==> src/hw/rtl/afpd_pkg.sv <==
package afpd_pkg;

    localparam int WORD_W  = 32;
    localparam int CODE_W  = 8;
    localparam int CLASS_W = 4;

    typedef logic [WORD_W-1:0]  word_t;
    typedef logic [CODE_W-1:0]  code_t;
    typedef logic [CLASS_W-1:0] class_t;

    localparam class_t CLS_FIXED   = 4'd0;
    localparam class_t CLS_INT     = 4'd1;
    localparam class_t CLS_ONE_SRC = 4'd2;
    localparam class_t CLS_CMP     = 4'd3;
    localparam class_t CLS_IMM     = 4'd4;
    localparam class_t CLS_CCMP    = 4'd5;
    localparam class_t CLS_TWO_SRC = 4'd6;
    localparam class_t CLS_CSEL    = 4'd7;
    localparam class_t CLS_THREE   = 4'd8;
    localparam class_t CLS_UNALLOC = 4'd9;

    localparam code_t CODE_INVALID = 8'd0;

    typedef struct packed {
        code_t  code;
        class_t cls;
    } result_t;

endpackage

==> src/hw/rtl/afpd_decode.sv <==
module afpd_decode (
    input  afpd_pkg::word_t   word,
    output afpd_pkg::result_t result
);
    import afpd_pkg::*;

    function automatic code_t dec_fixed(input word_t w);
        logic [1:0] idx;
        logic       ok;
        begin
            ok  = 1'b1;
            idx = 2'd0;
            if (w[20:19] == 2'd0 && w[18:16] == 3'd2) idx = 2'd0;
            else if (w[20:19] == 2'd0 && w[18:16] == 3'd3) idx = 2'd1;
            else if (w[20:19] == 2'd3 && w[18:16] == 3'd0) idx = 2'd2;
            else if (w[20:19] == 2'd3 && w[18:16] == 3'd1) idx = 2'd3;
            else ok = 1'b0;
            if (w[29] || w[23] || !ok) dec_fixed = CODE_INVALID;
            else dec_fixed = 8'd1 + {4'd0, w[31], w[22], idx};
        end
    endfunction

    function automatic code_t dec_int(input word_t w);
        code_t      base;
        code_t      first;
        logic       has_fmov;
        logic [1:0] rm1;
        begin
            base     = w[31] ? (w[22] ? 8'd55 : 8'd43) : (w[22] ? 8'd31 : 8'd17);
            has_fmov = (w[31] == w[22]);
            first    = has_fmov ? 8'd8 : 8'd6;
            rm1      = w[20:19] - 2'd1;
            if (w[29]) dec_int = CODE_INVALID;
            else if (w[23:22] == 2'd2)
            begin
                if (w[31] && w[20:19] == 2'd1 && w[18:16] == 3'd6) dec_int = 8'd69;
                else if (w[31] && w[20:19] == 2'd1 && w[18:16] == 3'd7) dec_int = 8'd70;
                else dec_int = CODE_INVALID;
            end
            else if (w[23:22] == 2'd3) dec_int = CODE_INVALID;
            else if (w[20:19] == 2'd0)
            begin
                if (w[18:16] < 3'd6 || has_fmov) dec_int = base + {5'd0, w[18:16]};
                else dec_int = CODE_INVALID;
            end
            else if (w[18:16] > 3'd1) dec_int = CODE_INVALID;
            else dec_int = base + first + {5'd0, rm1, 1'b0} + {7'd0, w[16]};
        end
    endfunction

    function automatic code_t one_src_entry(input logic [4:0] sel);
        begin
            case (sel)
                5'd0:  one_src_entry = 8'd71;
                5'd1:  one_src_entry = 8'd72;
                5'd2:  one_src_entry = 8'd73;
                5'd3:  one_src_entry = 8'd74;
                5'd5:  one_src_entry = 8'd75;
                5'd7:  one_src_entry = 8'd76;
                5'd8:  one_src_entry = 8'd77;
                5'd9:  one_src_entry = 8'd78;
                5'd10: one_src_entry = 8'd79;
                5'd11: one_src_entry = 8'd80;
                5'd12: one_src_entry = 8'd81;
                5'd14: one_src_entry = 8'd82;
                5'd15: one_src_entry = 8'd83;
                5'd16: one_src_entry = 8'd84;
                5'd17: one_src_entry = 8'd85;
                5'd18: one_src_entry = 8'd86;
                5'd19: one_src_entry = 8'd87;
                5'd20: one_src_entry = 8'd88;
                5'd23: one_src_entry = 8'd89;
                5'd24: one_src_entry = 8'd90;
                5'd25: one_src_entry = 8'd91;
                5'd26: one_src_entry = 8'd92;
                5'd27: one_src_entry = 8'd93;
                5'd28: one_src_entry = 8'd94;
                5'd30: one_src_entry = 8'd95;
                5'd31: one_src_entry = 8'd96;
                default: one_src_entry = CODE_INVALID;
            endcase
        end
    endfunction

    function automatic code_t dec_one_src(input word_t w);
        begin
            if (w[31] || w[29] || w[23:22] == 2'd2 || w[20:19] != 2'd0)
                dec_one_src = CODE_INVALID;
            else if (w[23:22] == 2'd3)
            begin
                if (w[18:15] == 4'd4) dec_one_src = 8'd97;
                else if (w[18:15] == 4'd5) dec_one_src = 8'd98;
                else dec_one_src = CODE_INVALID;
            end
            else dec_one_src = one_src_entry({w[22], w[18:15]});
        end
    endfunction

    logic  bad_ms;
    code_t c_cmp;
    code_t c_imm;
    code_t c_ccmp;
    code_t c_two;
    code_t c_csel;
    code_t c_three;

    assign bad_ms = word[31] | word[29] | word[23];

    assign c_cmp = (bad_ms || word[15:14] != 2'd0 || word[2:0] != 3'd0) ? CODE_INVALID
                 : 8'd99 + {5'd0, word[22], word[4:3]};
    assign c_imm = (bad_ms || word[9:5] != 5'd0) ? CODE_INVALID
                 : 8'd107 + {7'd0, word[22]};
    assign c_ccmp = bad_ms ? CODE_INVALID : 8'd109 + {6'd0, word[22], word[4]};
    assign c_two = (bad_ms || word[15:12] > 4'd8) ? CODE_INVALID
                 : 8'd113 + (word[22] ? 8'd9 : 8'd0) + {4'd0, word[15:12]};
    assign c_csel = bad_ms ? CODE_INVALID : 8'd131 + {7'd0, word[22]};
    assign c_three = bad_ms ? CODE_INVALID
                   : 8'd133 + {5'd0, word[22], word[21], word[15]};

    always_comb
    begin
        if (word[24]) result = '{code: c_three, cls: CLS_THREE};
        else if (!word[21]) result = '{code: dec_fixed(word), cls: CLS_FIXED};
        else if (word[10])
        begin
            if (word[11]) result = '{code: c_csel, cls: CLS_CSEL};
            else result = '{code: c_ccmp, cls: CLS_CCMP};
        end
        else if (word[11]) result = '{code: c_two, cls: CLS_TWO_SRC};
        else if (word[12]) result = '{code: c_imm, cls: CLS_IMM};
        else if (word[13]) result = '{code: c_cmp, cls: CLS_CMP};
        else if (word[14]) result = '{code: dec_one_src(word), cls: CLS_ONE_SRC};
        else if (word[15]) result = '{code: CODE_INVALID, cls: CLS_UNALLOC};
        else result = '{code: dec_int(word), cls: CLS_INT};
    end

endmodule

==> src/hw/rtl/aarch64_fp_instruction_decoder.sv <==
// channel  signals                                          direction
// in       in_valid, in_stall, instr_word                   into block
// out      out_valid, out_stall, instr_code, instr_class    out of block
// path from accept to result: input register, decode logic, result register
// sustains one item per cycle while out_stall is low
// reset clears both valid registers; payload registers are not reset
// in_stall rises only when the input register holds an item and the result
// register is full and stalled
module aarch64_fp_instruction_decoder (
    input  logic              clk,
    input  logic              rst_n,
    input  logic              in_valid,
    output logic              in_stall,
    input  afpd_pkg::word_t   instr_word,
    output logic              out_valid,
    input  logic              out_stall,
    output afpd_pkg::code_t   instr_code,
    output afpd_pkg::class_t  instr_class
);
    import afpd_pkg::*;

    logic    s1_valid_reg;
    logic    s1_valid_next;
    word_t   word_reg;
    logic    out_valid_reg;
    logic    out_valid_next;
    result_t res_reg;
    result_t res_next;
    logic    s2_en;
    logic    s1_en;

    afpd_decode u_decode (
        .word   (word_reg),
        .result (res_next)
    );

    assign s2_en = !(out_valid_reg && out_stall);
    assign s1_en = !s1_valid_reg || s2_en;
    assign in_stall = !s1_en;

    assign s1_valid_next  = s1_en ? in_valid : s1_valid_reg;
    assign out_valid_next = s2_en ? s1_valid_reg : out_valid_reg;

    always_ff @(posedge clk or negedge rst_n)
    begin
        if (!rst_n)
        begin
            s1_valid_reg  <= 1'b0;
            out_valid_reg <= 1'b0;
        end
        else
        begin
            s1_valid_reg  <= s1_valid_next;
            out_valid_reg <= out_valid_next;
        end
    end

    always_ff @(posedge clk)
    begin
        if (s1_en && in_valid)
        begin
            word_reg <= instr_word;
        end
        if (s2_en && s1_valid_reg)
        begin
            res_reg <= res_next;
        end
    end

    assign out_valid   = out_valid_reg;
    assign instr_code  = res_reg.code;
    assign instr_class = res_reg.cls;

    a_stall_needs_item: assert property (@(posedge clk) disable iff (!rst_n)
        in_stall |-> (s1_valid_reg && out_valid_reg && out_stall))
        else $error("input stalled without a full pipeline");

    a_accept_fills_s1: assert property (@(posedge clk) disable iff (!rst_n)
        (in_valid && !in_stall) |=> s1_valid_reg)
        else $error("accepted item lost before decode");

    a_unalloc_invalid: assert property (@(posedge clk) disable iff (!rst_n)
        (out_valid && instr_class == CLS_UNALLOC) |-> (instr_code == CODE_INVALID))
        else $error("unallocated route gave a nonzero code");

    a_three_range: assert property (@(posedge clk) disable iff (!rst_n)
        (out_valid && instr_class == CLS_THREE)
        |-> (instr_code == CODE_INVALID || (instr_code >= 8'd133 && instr_code <= 8'd140)))
        else $error("three-source code out of range");

endmodule
==> config.mk <==
export PLATFORM = sky130hd
export DESIGN_NAME = aarch64_fp_instruction_decoder
export DESIGN_NICKNAME = d
export VERILOG_FILES = /design/src/hw/rtl/afpd_pkg.sv /design/src/hw/rtl/afpd_decode.sv /design/src/hw/rtl/aarch64_fp_instruction_decoder.sv
export SDC_FILE = /design/constraint.sdc
export NUM_CORES = 1
export LEC_CHECK = 0
export BUFFER_PORTS_ARGS = -buffer_cell sky130_fd_sc_hd__buf_4
export CAP_MARGIN = 40
export CELL_PAD_IN_SITES_DETAIL_PLACEMENT = 1
export CELL_PAD_IN_SITES_GLOBAL_PLACEMENT = 1
export CORE_AREA = 3 3 93 95
export DETAILED_ROUTE_END_ITERATION = 8
export DIE_AREA = 0 0 96 98
export GPL_TIMING_DRIVEN = 0
export PLACE_DENSITY_LB_ADDON = 0.1
export SYNTH_ARGS = -nofsm -noshare
export SYNTH_HDL_FRONTEND = slang
export SYNTH_SLANG_ARGS = --single-unit
export TNS_END_PERCENT = 50
==> constraint.sdc <==
create_clock -name clk -period 3.8 [get_ports clk]
set_clock_uncertainty 0.05 [all_clocks]
set_input_delay 0.57 -clock clk [delete_from_list [all_inputs] [get_ports clk]]
set_output_delay 0.57 -clock clk [all_outputs]
set_load 0.02 [all_outputs]
==> metrics.log, run 1 <==
INFO  metric drt-wirelength-per-cell = 19.9 µm
INFO  metric critPathKind = flip-flop to flip-flop
INFO  metric rr_startpoint = word_reg[31]
INFO  metric worst-path-buf-inv = 3
INFO  metric cpPeakStageDelay = between 0.5 and 0.6 ns
INFO  metric wl = ~10000 µm
INFO  metric fin_hold_ws = about 0.37 ns
INFO  metric grt_start_max_net_pins = 21
INFO  metric netlist_area_before_placement = roughly 3600 µm²
INFO  metric final_net_count = 481
INFO  metric post-route-period-util = 93.6%
INFO  metric area_of_the_die = around 9400 µm²
INFO  metric critPathLaunchType = flip-flop
INFO  metric coreArea = slightly below 8000 µm²
INFO  metric antenna_cells = 0
INFO  metric globalRouteTotalUtil = roughly 23%
INFO  metric post_route_cells_drive_above_1_share = 20.2%
INFO  metric tritoncts_clock_tree = done
INFO  metric remaining_antenna_violation_count = 0
INFO  metric ff2ff_path_depth = 13
INFO  metric fraction_of_registers_with_async_set_or_reset_after_synthesis = around 4.2%
INFO  metric final_hold_violation_count = 0
INFO  metric floorplan.io_pins = 50
INFO  metric crit-reg2reg-capture = instr_code[6]
INFO  metric peakVddDrop = between 0.00015 and 0.0002 V
INFO  metric yosys_register_bits = 48
INFO  metric synth_area_per_cell = roughly 10 µm²
INFO  metric crit_path_max_fanout = 10
INFO  metric slew_headroom = 46.8%
INFO  metric power_leakage = about 1.6 nW
INFO  metric first_global_vias = between 3000 and 4000
INFO  metric dp.final_hpwl = between 7000 and 8000 µm
INFO  metric first_pass_grt_wire_length = 17100 µm
INFO  metric cts_made_buffers = 5
INFO  metric clk_pin_slew_worst_paths = ~0.10 ns
INFO  metric critical_path_cell_count = 13
INFO  metric worst_path_most_repeated_cell = sky130_fd_sc_hd__ha_1
INFO  metric start_util = between 40 and 50%
INFO  metric insertion_delay = roughly 0.3 ns
INFO  metric rsz0062_at_grt = false
INFO  metric critPathCaptureType = flip-flop
INFO  metric drv_slew = 0
INFO  metric drc = 0
INFO  metric grt_antenna_before_repair = 0
INFO  metric max-cap-violations = 0
INFO  metric critical_path.cell_chain = buf_4 -> inv_1 -> ha_1 -> clkbuf_1 -> xnor2_1 -> ha_1 -> a21o_1 -> ha_1 -> a21oi_1 -> a31oi_1 -> a21oi_1 -> o311a_1 -> o22ai_1
INFO  metric worstMarginPinSlew = ~0.8 ns
INFO  metric timing.hold.worst.class = primary input to flip-flop
INFO  metric leftover_overflow_at_the_end_of_global_routing = 0
INFO  metric cts_num_sinks = 48
INFO  metric status = completed
INFO  metric fillerInstances = 905
INFO  metric die_h = slightly below 100 µm
INFO  metric synthesized_instance_count = 360
INFO  metric final_total_negative_setup_slack = 0 ns
INFO  metric synth_top_flop_cell = sky130_fd_sc_hd__edfxtp_1
INFO  metric mappedNetlistNets = 426
INFO  metric worstHoldEndpoint = word_reg[24]
INFO  metric synthToLayoutAreaGrowth = 17.2%
INFO  metric cts-root-to-sink-buffers = 2
INFO  metric post_synth_edffs = 39
INFO  metric port-buffer-count = 44
INFO  metric vias_per_cell = ~6.1
INFO  metric worstPathArrival = roughly 3.7 ns
INFO  metric timing.critical_path.max_delay_family = compound AO/OA/AOI/OAI gates
INFO  metric worstHoldStart = instr_word[24]
INFO  metric critical-path-slowest-cell = sky130_fd_sc_hd__edfxtp_1
INFO  metric initialDrtViolationCount = roughly 260
INFO  metric place.gp.congestion = around 0.90
INFO  metric reg2reg_setup_slack = ~0.24 ns
INFO  metric die_width = 96 µm
INFO  metric final.min_clock_period = 3.56 ns
INFO  metric synth_seq_area_share = between 30% and 40%
INFO  metric dr.pass1.iters = 4
INFO  metric min_delay_path_depth = 1
INFO  metric htree_num_levels = 2
INFO  metric netlist-cell-type-count = 74
INFO  metric pwr_density_cell = approximately 340 nW/µm²
INFO  metric detailroute.via_count = about 3200
INFO  metric fp-row-count = 32
INFO  metric final-setup-viol-count = 0
INFO  metric critPathRequiredTime = about 3.9 ns
INFO  metric cts-root-buf = sky130_fd_sc_hd__clkbuf_8
INFO  metric ys.warnings.count = 0
INFO  metric max_freq = 281 MHz
[cell usage in the layout (no fill, tap or decap), types with 9 or more instances in the layout]
| master | netlist | routed |
|---|---|---|
| sky130_fd_sc_hd__buf_2 | 9 | 9 |
| sky130_fd_sc_hd__o211ai_1 | 9 | 9 |
| sky130_fd_sc_hd__nand2b_1 | 11 | 11 |
| sky130_fd_sc_hd__o21ai_0 | 11 | 11 |
| sky130_fd_sc_hd__edfxtp_1 | 39 | 39 |
| sky130_fd_sc_hd__nand3_1 | 11 | 11 |
| sky130_fd_sc_hd__inv_1 | 23 | 23 |
| sky130_fd_sc_hd__nand2_1 | 27 | 27 |
| sky130_fd_sc_hd__ha_1 | 27 | 27 |
| sky130_fd_sc_hd__a21oi_1 | 14 | 14 |
| sky130_fd_sc_hd__buf_4 | 1 | 47 |
| sky130_fd_sc_hd__xnor2_1 | 10 | 10 |
| sky130_fd_sc_hd__a31oi_1 | 10 | 10 |
| sky130_fd_sc_hd__nor2_1 | 20 | 20 |
[synthesized netlist by cell type, drive strengths merged (3+ instances only)]
cell type  count  area share [%]
a211o          3            0.74
a211oi         6             1.3
a21o           4            0.84
a21oi         14             2.0
a221o          3            0.84
a221oi         4            0.98
a22oi          3            0.63
a31oi         10             1.8
buf           15             2.8
clkbuf         6            0.67
dfxtp          7             3.9
edfxtp        39              33
fa             3             1.7
ha            27             9.5
inv           24             2.5
nand2         28             3.0
nand2b        11             1.9
nand3         11             1.5
nand4          7             1.2
nand4b         3            0.74
nor2          20             2.1
nor2b          7             1.2
nor3           9             1.5
nor3b          3            0.63
nor4           4             1.1
nor4b          4             1.8
o211a          4             1.1
o211ai        10             2.2
o21a           3            0.63
o21ai         13             1.8
o31ai          4            0.98
xnor2         10             2.5
[cell families (layout without fill, tap and decap cells)]
kind of cell | Yosys count | after routing | share of synthesized area [%]
XOR/XNOR | 10 | 10 | 2.46
adder cells (fa/ha/maj) | 30 | 30 | 11.2
AO/OA/AOI/OAI | 105 | 105 | 21.8
flip-flops | 48 | 48 | 38.2
buffers and inverters | 46 | 102 | 6.15
AND/OR/NAND/NOR | 118 | 118 | 19.3
multiplexers | 3 | 3 | 0.878
[metal layers]
layer  global-route usage (%)  wire length, µm  vias to the layer above  share of wire, %
li1                         -                -                     1483                 -
met1                     30.8             4470                     1556                43
met2                     37.5             5090                       90                49
met3                     4.08              506                       23               4.9
met4                     8.42              264                        0               2.6
met5                        0                0                        -                 0
[worst max-delay path by stage]
stage                  from       endpoint
3_5_place_dp   word_reg[22]  instr_code[5]
5_1_grt        word_reg[31]  instr_code[5]
4_1_cts        word_reg[22]  instr_code[5]
3_3_place_gp   word_reg[22]  instr_code[5]
2_1_floorplan  word_reg[22]  instr_code[5]
6_report       word_reg[31]  instr_code[6]
[cell type report]
cell class,instances,area (µm²),share of cell area [%]
multi-input combinational,266,1980,47.5
sequential,48,1360,32.6
timing repair buffer,48,370,8.87
tap,102,128,3.06
buffer,21,125,3.00
inverter,25,96.3,2.31
clock buffer,5,68.8,1.65
clock inverter,3,42.5,1.02
[metrics by stage]
step                setup WS (ns)  area, µm²  total power [W]  std cells  utilization [%]
detailed placement         -0.485       4040          0.00107        508             51.8
finish                      0.243       4170          0.00144        518             53.5
CTS                         0.101       4170          0.00145        518             53.4
global placement           -0.393       4020          0.00104        506             51.5
global route               0.0315       4170          0.00152        518             53.5
floorplan                   0.513       3560         0.000918        360                -
[timing repair]
item / 4_1_cts / 5_1_grt
hold endpoints to repair: 2 / 0
resized for setup: 1 / 1
hold buffers: 1 / 0
endpoints found under the setup margin: 5 / 1
cloned: 0 / 0
setup buffers: 1 / 0
pin swaps: 0 / 1
[report_power, final]
part	leakage (nW)	internal (W)	switching, W
sequential	0.459	0.000620	0.0000317
combinational	1.11	0.000166	0.000240
clock	0.0558	0.000195	0.000183
(Power assumes the default switching activity.)
==> run 2, diff against run 1 <==
--- a/config.mk
+++ b/config.mk
@@ -10,10 +10,12 @@
 export CELL_PAD_IN_SITES_DETAIL_PLACEMENT = 1
 export CELL_PAD_IN_SITES_GLOBAL_PLACEMENT = 1
 export CORE_AREA = 3 3 93 95
+export CTS_CLUSTER_SIZE = 20
 export DETAILED_ROUTE_END_ITERATION = 8
 export DIE_AREA = 0 0 96 98
 export GPL_TIMING_DRIVEN = 0
 export PLACE_DENSITY_LB_ADDON = 0.1
+export RECOVER_POWER = 50
 export SYNTH_ARGS = -nofsm -noshare
 export SYNTH_HDL_FRONTEND = slang
 export SYNTH_SLANG_ARGS = --single-unit
==> run 2 against run 1 <==
Effect of this change: combinational power is 3% lower; first-iteration DRC count is 0.78% lower; count of clock-buffer cells in the layout stayed put; critical path type unchanged; maximum frequency hardly changed; power is 0.76% lower; hold slack better by 0.025 ns; global-route usage stayed put; register-to-register slack hardly changed; sequential share of layout area is 0.48 points higher; sequential power hardly changed; critical endpoint unchanged; critical path depth stayed put.
==> metrics.log, run 2 (same netlist as run 1, synthesis figures left out) <==
INFO  metric status = completed
INFO  metric start_util = a little under half
INFO  metric timing.critical_path.max_delay_family = compound AO/OA/AOI/OAI gates
INFO  metric cts_made_buffers = 5
INFO  metric final_critical_path_setup_slack = between 0.2 and 0.25 ns
INFO  metric crit_path_max_fanout = 10
INFO  metric area_of_the_die = around 9400 µm²
INFO  metric min_delay_path_depth = 1
INFO  metric dr.pass1.iters = 5
INFO  metric pwr_density_cell = around 350 nW/µm²
INFO  metric worst-path-buf-inv = 3
INFO  metric critPathCaptureType = flip-flop
INFO  metric cts_num_sinks = 48
INFO  metric power_leakage = 1.56 nW
INFO  metric critPathRequiredTime = 3.89 ns
INFO  metric globalRouteTotalUtil = a little under a quarter
INFO  metric drv_slew = 0
INFO  metric post_route_cells_drive_above_1_share = 16.3%
INFO  metric critPathKind = flip-flop to flip-flop
INFO  metric cpPeakStageDelay = roughly 0.55 ns
INFO  metric clk_pin_slew_worst_paths = roughly 0.1 ns
INFO  metric vias_per_cell = a little over 6
INFO  metric floorplan.io_pins = 50
INFO  metric critical-path-slowest-cell = sky130_fd_sc_hd__edfxtp_1
INFO  metric final-setup-viol-count = 0
INFO  metric final.min_clock_period = 3.56 ns
INFO  metric antenna_cells = 0
INFO  metric layout.cells.most_common_list = 39 x sky130_fd_sc_hd__edfxtp_1, 27 x sky130_fd_sc_hd__nand2_1, 27 x sky130_fd_sc_hd__ha_1
INFO  metric pre_cts_ws = -0.485 ns
INFO  metric post-route-period-util = 93.7%
INFO  metric drt-wirelength-per-cell = ~20 µm
INFO  metric slew_headroom = ~50%
INFO  metric place.gp.congestion = slightly above 0.9
INFO  metric htree_num_levels = 2
INFO  metric fin_hold_ws = 0.398 ns
INFO  metric worstPathArrival = between 3 and 4 ns
INFO  metric multi_input_area = a little under 2000 µm²
INFO  metric first_pass_grt_wire_length = ~17000 µm
INFO  metric insertion_delay = roughly 0.3 ns
INFO  metric port-buffer-count = between 40 and 50
INFO  metric drc = 0
INFO  metric coreArea = about 7800 µm²
INFO  metric regArea = 1360 µm²
INFO  metric peakVddDrop = roughly 0.00019 V
INFO  metric initialDrtViolationCount = between 200 and 300
INFO  metric detailroute.via_count = around 3200
INFO  metric critPathLaunchType = flip-flop
INFO  metric die_h = slightly below 100 µm
INFO  metric fp-row-count = 32
INFO  metric max-cap-violations = 0
INFO  metric first_global_vias = approximately 3400
INFO  metric worst_path_most_repeated_cell = sky130_fd_sc_hd__ha_1
INFO  metric ff2ff_path_depth = 13
INFO  metric max_freq = roughly 280 MHz
INFO  metric wl = 10300 µm
INFO  metric timing.hold.worst.class = primary input to flip-flop
INFO  metric leftover_overflow_at_the_end_of_global_routing = 0
INFO  metric tritoncts_clock_tree = done
INFO  metric grt_start_max_net_pins = 21
INFO  metric mostFrequentLayoutCell = sky130_fd_sc_hd__edfxtp_1
INFO  metric remaining_antenna_violation_count = 0
INFO  metric synthToLayoutAreaGrowth = 15.5%
INFO  metric die_width = between 90 and 100 µm
INFO  metric final_hold_violation_count = 0
INFO  metric critical_path_cell_count = 13
INFO  metric grt_antenna_before_repair = 0
INFO  metric dp.final_hpwl = 7940 µm
INFO  metric final_net_count = 481
INFO  metric critical_path.cell_chain = buf_4 -> inv_1 -> ha_1 -> clkbuf_1 -> xnor2_1 -> ha_1 -> a21o_1 -> ha_1 -> a21oi_1 -> a31oi_1 -> a21oi_1 -> o311a_1 -> o22ai_1
INFO  metric fillerInstances = roughly 910
INFO  metric cts-root-buf = sky130_fd_sc_hd__clkbuf_8
INFO  metric rsz0062_at_grt = false
INFO  metric worstMarginPinSlew = around 0.77 ns
INFO  metric cts-root-to-sink-buffers = 2
## run 2: through the flow
step                instance area [µm²]  setup TNS [ns]  total power [W]  util (%)  cells
floorplan                          3560               0         0.000918         -    360
global placement                   4020           -1.40          0.00104      51.5    506
detailed placement                 4040           -1.74          0.00107      51.8    508
CTS                                4170               0          0.00145      53.4    518
global route                       4110               0          0.00151      52.7    518
finish                             4110               0          0.00143      52.7    518
## run 2: repair_timing
action	CTS	global route
endpoints found under the setup margin	5	1
endpoints found under the hold margin	2	0
hold buffers	1	0
resized for setup	1	1
pin swaps	0	1
setup buffers	1	0
## run 2: cell type report
class,count,share of cell area (%)
Inverter,25,2.34
Sequential cell,48,33.1
Clock inverter,3,1.03
Timing Repair Buffer,48,7.54
Buffer,21,3.04
Tap cell,102,3.10
Clock buffer,5,1.67
Multi-Input combinational cell,266,48.2
## run 2: worst paths after layout
kind,from,end,slack [ns]
setup / recovery,word_reg[31],instr_code[6],0.24
hold / removal,instr_word[24],word_reg[24],0.40
setup reg to reg,word_reg[31],instr_code[6],0.24
hold reg to reg,s1_valid_reg,out_valid,0.56
max in group asynchronous,rst_n,out_valid,3.05
min in group asynchronous,rst_n,s1_valid_reg,0.53
## run 2: layer usage
| layer | routed length, µm | part of all wire (%) | up-vias | track usage, % |
|---|---|---|---|---|
| met5 | 0 | 0 | - | 0 |
| met4 | 244 | 2.4 | 0 | 8.42 |
| met3 | 433 | 4.2 | 21 | 4.08 |
| met2 | 5070 | 49 | 94 | 37.5 |
| met1 | 4590 | 44 | 1575 | 30.8 |
| li1 | - | - | 1480 | - |
## run 2: where the power goes
group / internal (W) / switching [W]
Clock: 0.000195 / 0.000184
Sequential: 0.000620 / 0.0000315
Combinational: 0.000155 / 0.000240
Total: 0.000970 / 0.000455
==> run 3, diff against run 2 <==
--- a/config.mk
+++ b/config.mk
@@ -9,10 +9,11 @@
 export CAP_MARGIN = 40
 export CELL_PAD_IN_SITES_DETAIL_PLACEMENT = 1
 export CELL_PAD_IN_SITES_GLOBAL_PLACEMENT = 1
-export CORE_AREA = 3 3 93 95
+export CORE_AREA = 3 3 92 94
+export CTS_BUF_LIST = sky130_fd_sc_hd__clkbuf_4 sky130_fd_sc_hd__clkbuf_8
 export CTS_CLUSTER_SIZE = 20
 export DETAILED_ROUTE_END_ITERATION = 8
-export DIE_AREA = 0 0 96 98
+export DIE_AREA = 0 0 95 97
 export GPL_TIMING_DRIVEN = 0
 export PLACE_DENSITY_LB_ADDON = 0.1
 export RECOVER_POWER = 50
==> run 3 against run 2 <==
Effect of this change: maximum frequency fell by 1.0%; clock power rose by 22%; sequential power barely moved; hold slack got worse by 0.0049 ns; worst setup slack got worse by 0.038 ns; power rose by 5.5%; via count fell by 1.4%; global-route usage fell by 0.22 points; combinational power fell by 1%; critical endpoint is now instr_code[2]; largest cell class unchanged.
==> metrics.log, run 3 (same netlist as run 1, synthesis figures left out) <==
INFO  metric ff2ff_path_depth = 12
INFO  metric cts_made_buffers = 5
INFO  metric timing.hold.worst.class = primary input to flip-flop
INFO  metric fin_hold_ws = roughly 0.4 ns
INFO  metric mostFrequentLayoutCell = sky130_fd_sc_hd__edfxtp_1
INFO  metric cell_area_reported_after_detailed_placement = approximately 4000 µm²
INFO  metric first_global_vias = approximately 3200
INFO  metric wl = about 10000 µm
INFO  metric leftover_overflow_at_the_end_of_global_routing = 0
INFO  metric final_critical_path_setup_slack = a little over 0.2 ns
INFO  metric post_route_cells_drive_above_1_share = between 10% and 20%
INFO  metric fillerInstances = 918
INFO  metric detailroute.via_count = around 3100
INFO  metric final.min_clock_period = 3.60 ns
INFO  metric tritoncts_clock_tree = done
INFO  metric antenna_cells = 0
INFO  metric cts_num_sinks = 48
INFO  metric drc = 0
INFO  metric htree_num_levels = 2
INFO  metric peakVddDrop = about 0.0002 V
INFO  metric die_h = approximately 97 µm
INFO  metric final_hold_violation_count = 0
INFO  metric grt_antenna_before_repair = 0
INFO  metric globalRouteTotalUtil = between 20% and 30%
INFO  metric cts-root-to-sink-buffers = 2
INFO  metric critPathCaptureType = flip-flop
INFO  metric max_freq = approximately 280 MHz
INFO  metric slew_headroom = between 40 and 50%
INFO  metric dr.pass1.iters = 4
INFO  metric synthToLayoutAreaGrowth = 16.3%
INFO  metric critPathLaunchType = flip-flop
INFO  metric first_pass_grt_wire_length = 16500 µm
INFO  metric pwr_density_cell = between 300 and 400 nW/µm²
INFO  metric remaining_antenna_violation_count = 0
INFO  metric finalPower = 0.00150 W
INFO  metric worstMarginPinSlew = 0.802 ns
INFO  metric port-buffer-count = 44
INFO  metric final_net_count = approximately 480
INFO  metric worstPathArrival = 3.62 ns
INFO  metric finalCoreUtilization = a little over half
INFO  metric cts-root-buf = sky130_fd_sc_hd__clkbuf_8
INFO  metric status = completed
INFO  metric crit_path_max_fanout = 10
INFO  metric finalInstanceArea = approximately 4100 µm²
INFO  metric final-setup-viol-count = 0
INFO  metric min_delay_path_depth = 1
INFO  metric initialDrtViolationCount = around 290
INFO  metric post-route-period-util = between 90 and 100%
INFO  metric grt_start_max_net_pins = 21
INFO  metric pre_cts_ws = -0.431 ns
INFO  metric start_util = roughly 46%
INFO  metric critPathRequiredTime = 3.83 ns
INFO  metric dp.final_hpwl = about 7600 µm
INFO  metric layout.cells.most_common_list = 39 x sky130_fd_sc_hd__edfxtp_1, 27 x sky130_fd_sc_hd__nand2_1, 27 x sky130_fd_sc_hd__ha_1
INFO  metric vias_per_cell = ~6.0
INFO  metric place.gp.congestion = a little over 0.9
INFO  metric max-cap-violations = 0
INFO  metric coreArea = a little under 8000 µm²
INFO  metric area_of_the_die = between 9000 and 10000 µm²
INFO  metric floorplan.io_pins = 50
INFO  metric fp-row-count = 32
INFO  metric clk_pin_slew_worst_paths = 0.10 ns
INFO  metric rsz0062_at_grt = false
INFO  metric die_width = roughly 95 µm
INFO  metric critPathKind = flip-flop to flip-flop
INFO  metric drt-wirelength-per-cell = around 19 µm
INFO  metric insertion_delay = about 0.32 ns
INFO  metric drv_slew = 0
INFO  metric power_leakage = roughly 1.6 nW
## run 3: cell types whose count changed in the layout (fill, tap and decap cells not counted), sizes merged
cell    previous run  this run
bufinv             1         2
clkinv             2         1
## run 3: area by class of cell
cell class	count	area, µm²	area share [%]
multi-input combinational	266	1980	47.8
clock buffer	5	68.8	1.66
tap	102	128	3.08
timing repair buffer	48	314	7.58
inverter	25	95.1	2.30
sequential	48	1360	32.9
buffer	21	125	3.02
clock inverter	3	68.8	1.66
## run 3: per-stage QoR
| stage | TNS (ns) | cells |
|---|---|---|
| after floorplan | 0 | 360 |
| after global placement | -1.34 | 506 |
| after detailed placement | -1.69 | 508 |
| after CTS | 0 | 518 |
| after global routing | 0 | 518 |
| final | 0 | 518 |
## run 3: power breakdown
part / switching [W] / internal (W) / leakage (nW)
registers: 0.0000308 / 0.000620 / 0.459
logic: 0.000235 / 0.000155 / 1.05
clock network: 0.000198 / 0.000265 / 0.0687
total: 0.000464 / 0.00104 / 1.57
## run 3: timing repair
item	CTS	global route
setup buffers	1	0
hold endpoints to repair	2	0
setup endpoints to repair	5	0
hold buffers	1	0
resized for setup	1	0
## run 3: final timing paths
check	start	to	slack, ns
worst max-delay path	word_reg[22]	instr_code[2]	0.20
min in group asynchronous	rst_n	s1_valid_reg	0.52
worst min register to register	s1_valid_reg	out_valid	0.56
worst min-delay path	instr_word[23]	word_reg[23]	0.39
worst max register to register	word_reg[22]	instr_code[2]	0.20
max in group asynchronous	rst_n	out_valid	3.06
## run 3: layer usage
metal  part of all wire (%)  wire [µm]  global-route usage, %  vias up
met2                     48       4780                   36.1       96
met3                    6.3        632                   3.73       17
li1                       -          -                      -     1482
met5                      0          0                      0        -
met1                     44       4420                   32.3     1531
met4                    2.1        206                   7.10        0
## run 3: critical path, cell delays in order (launching register included)
cell and delay (ns):
sky130_fd_sc_hd__edfxtp_1 0.38, sky130_fd_sc_hd__buf_2 0.29, sky130_fd_sc_hd__clkinv_2 0.26, sky130_fd_sc_hd__ha_1 0.35, sky130_fd_sc_hd__clkbuf_1 0.27, sky130_fd_sc_hd__xnor2_1 0.16, sky130_fd_sc_hd__ha_1 0.25, sky130_fd_sc_hd__ha_1 0.22
sky130_fd_sc_hd__fa_1 0.48, sky130_fd_sc_hd__mux2i_1 0.19, sky130_fd_sc_hd__nor3_1 0.08, sky130_fd_sc_hd__o2111ai_1 0.27, sky130_fd_sc_hd__nand2_1 0.09
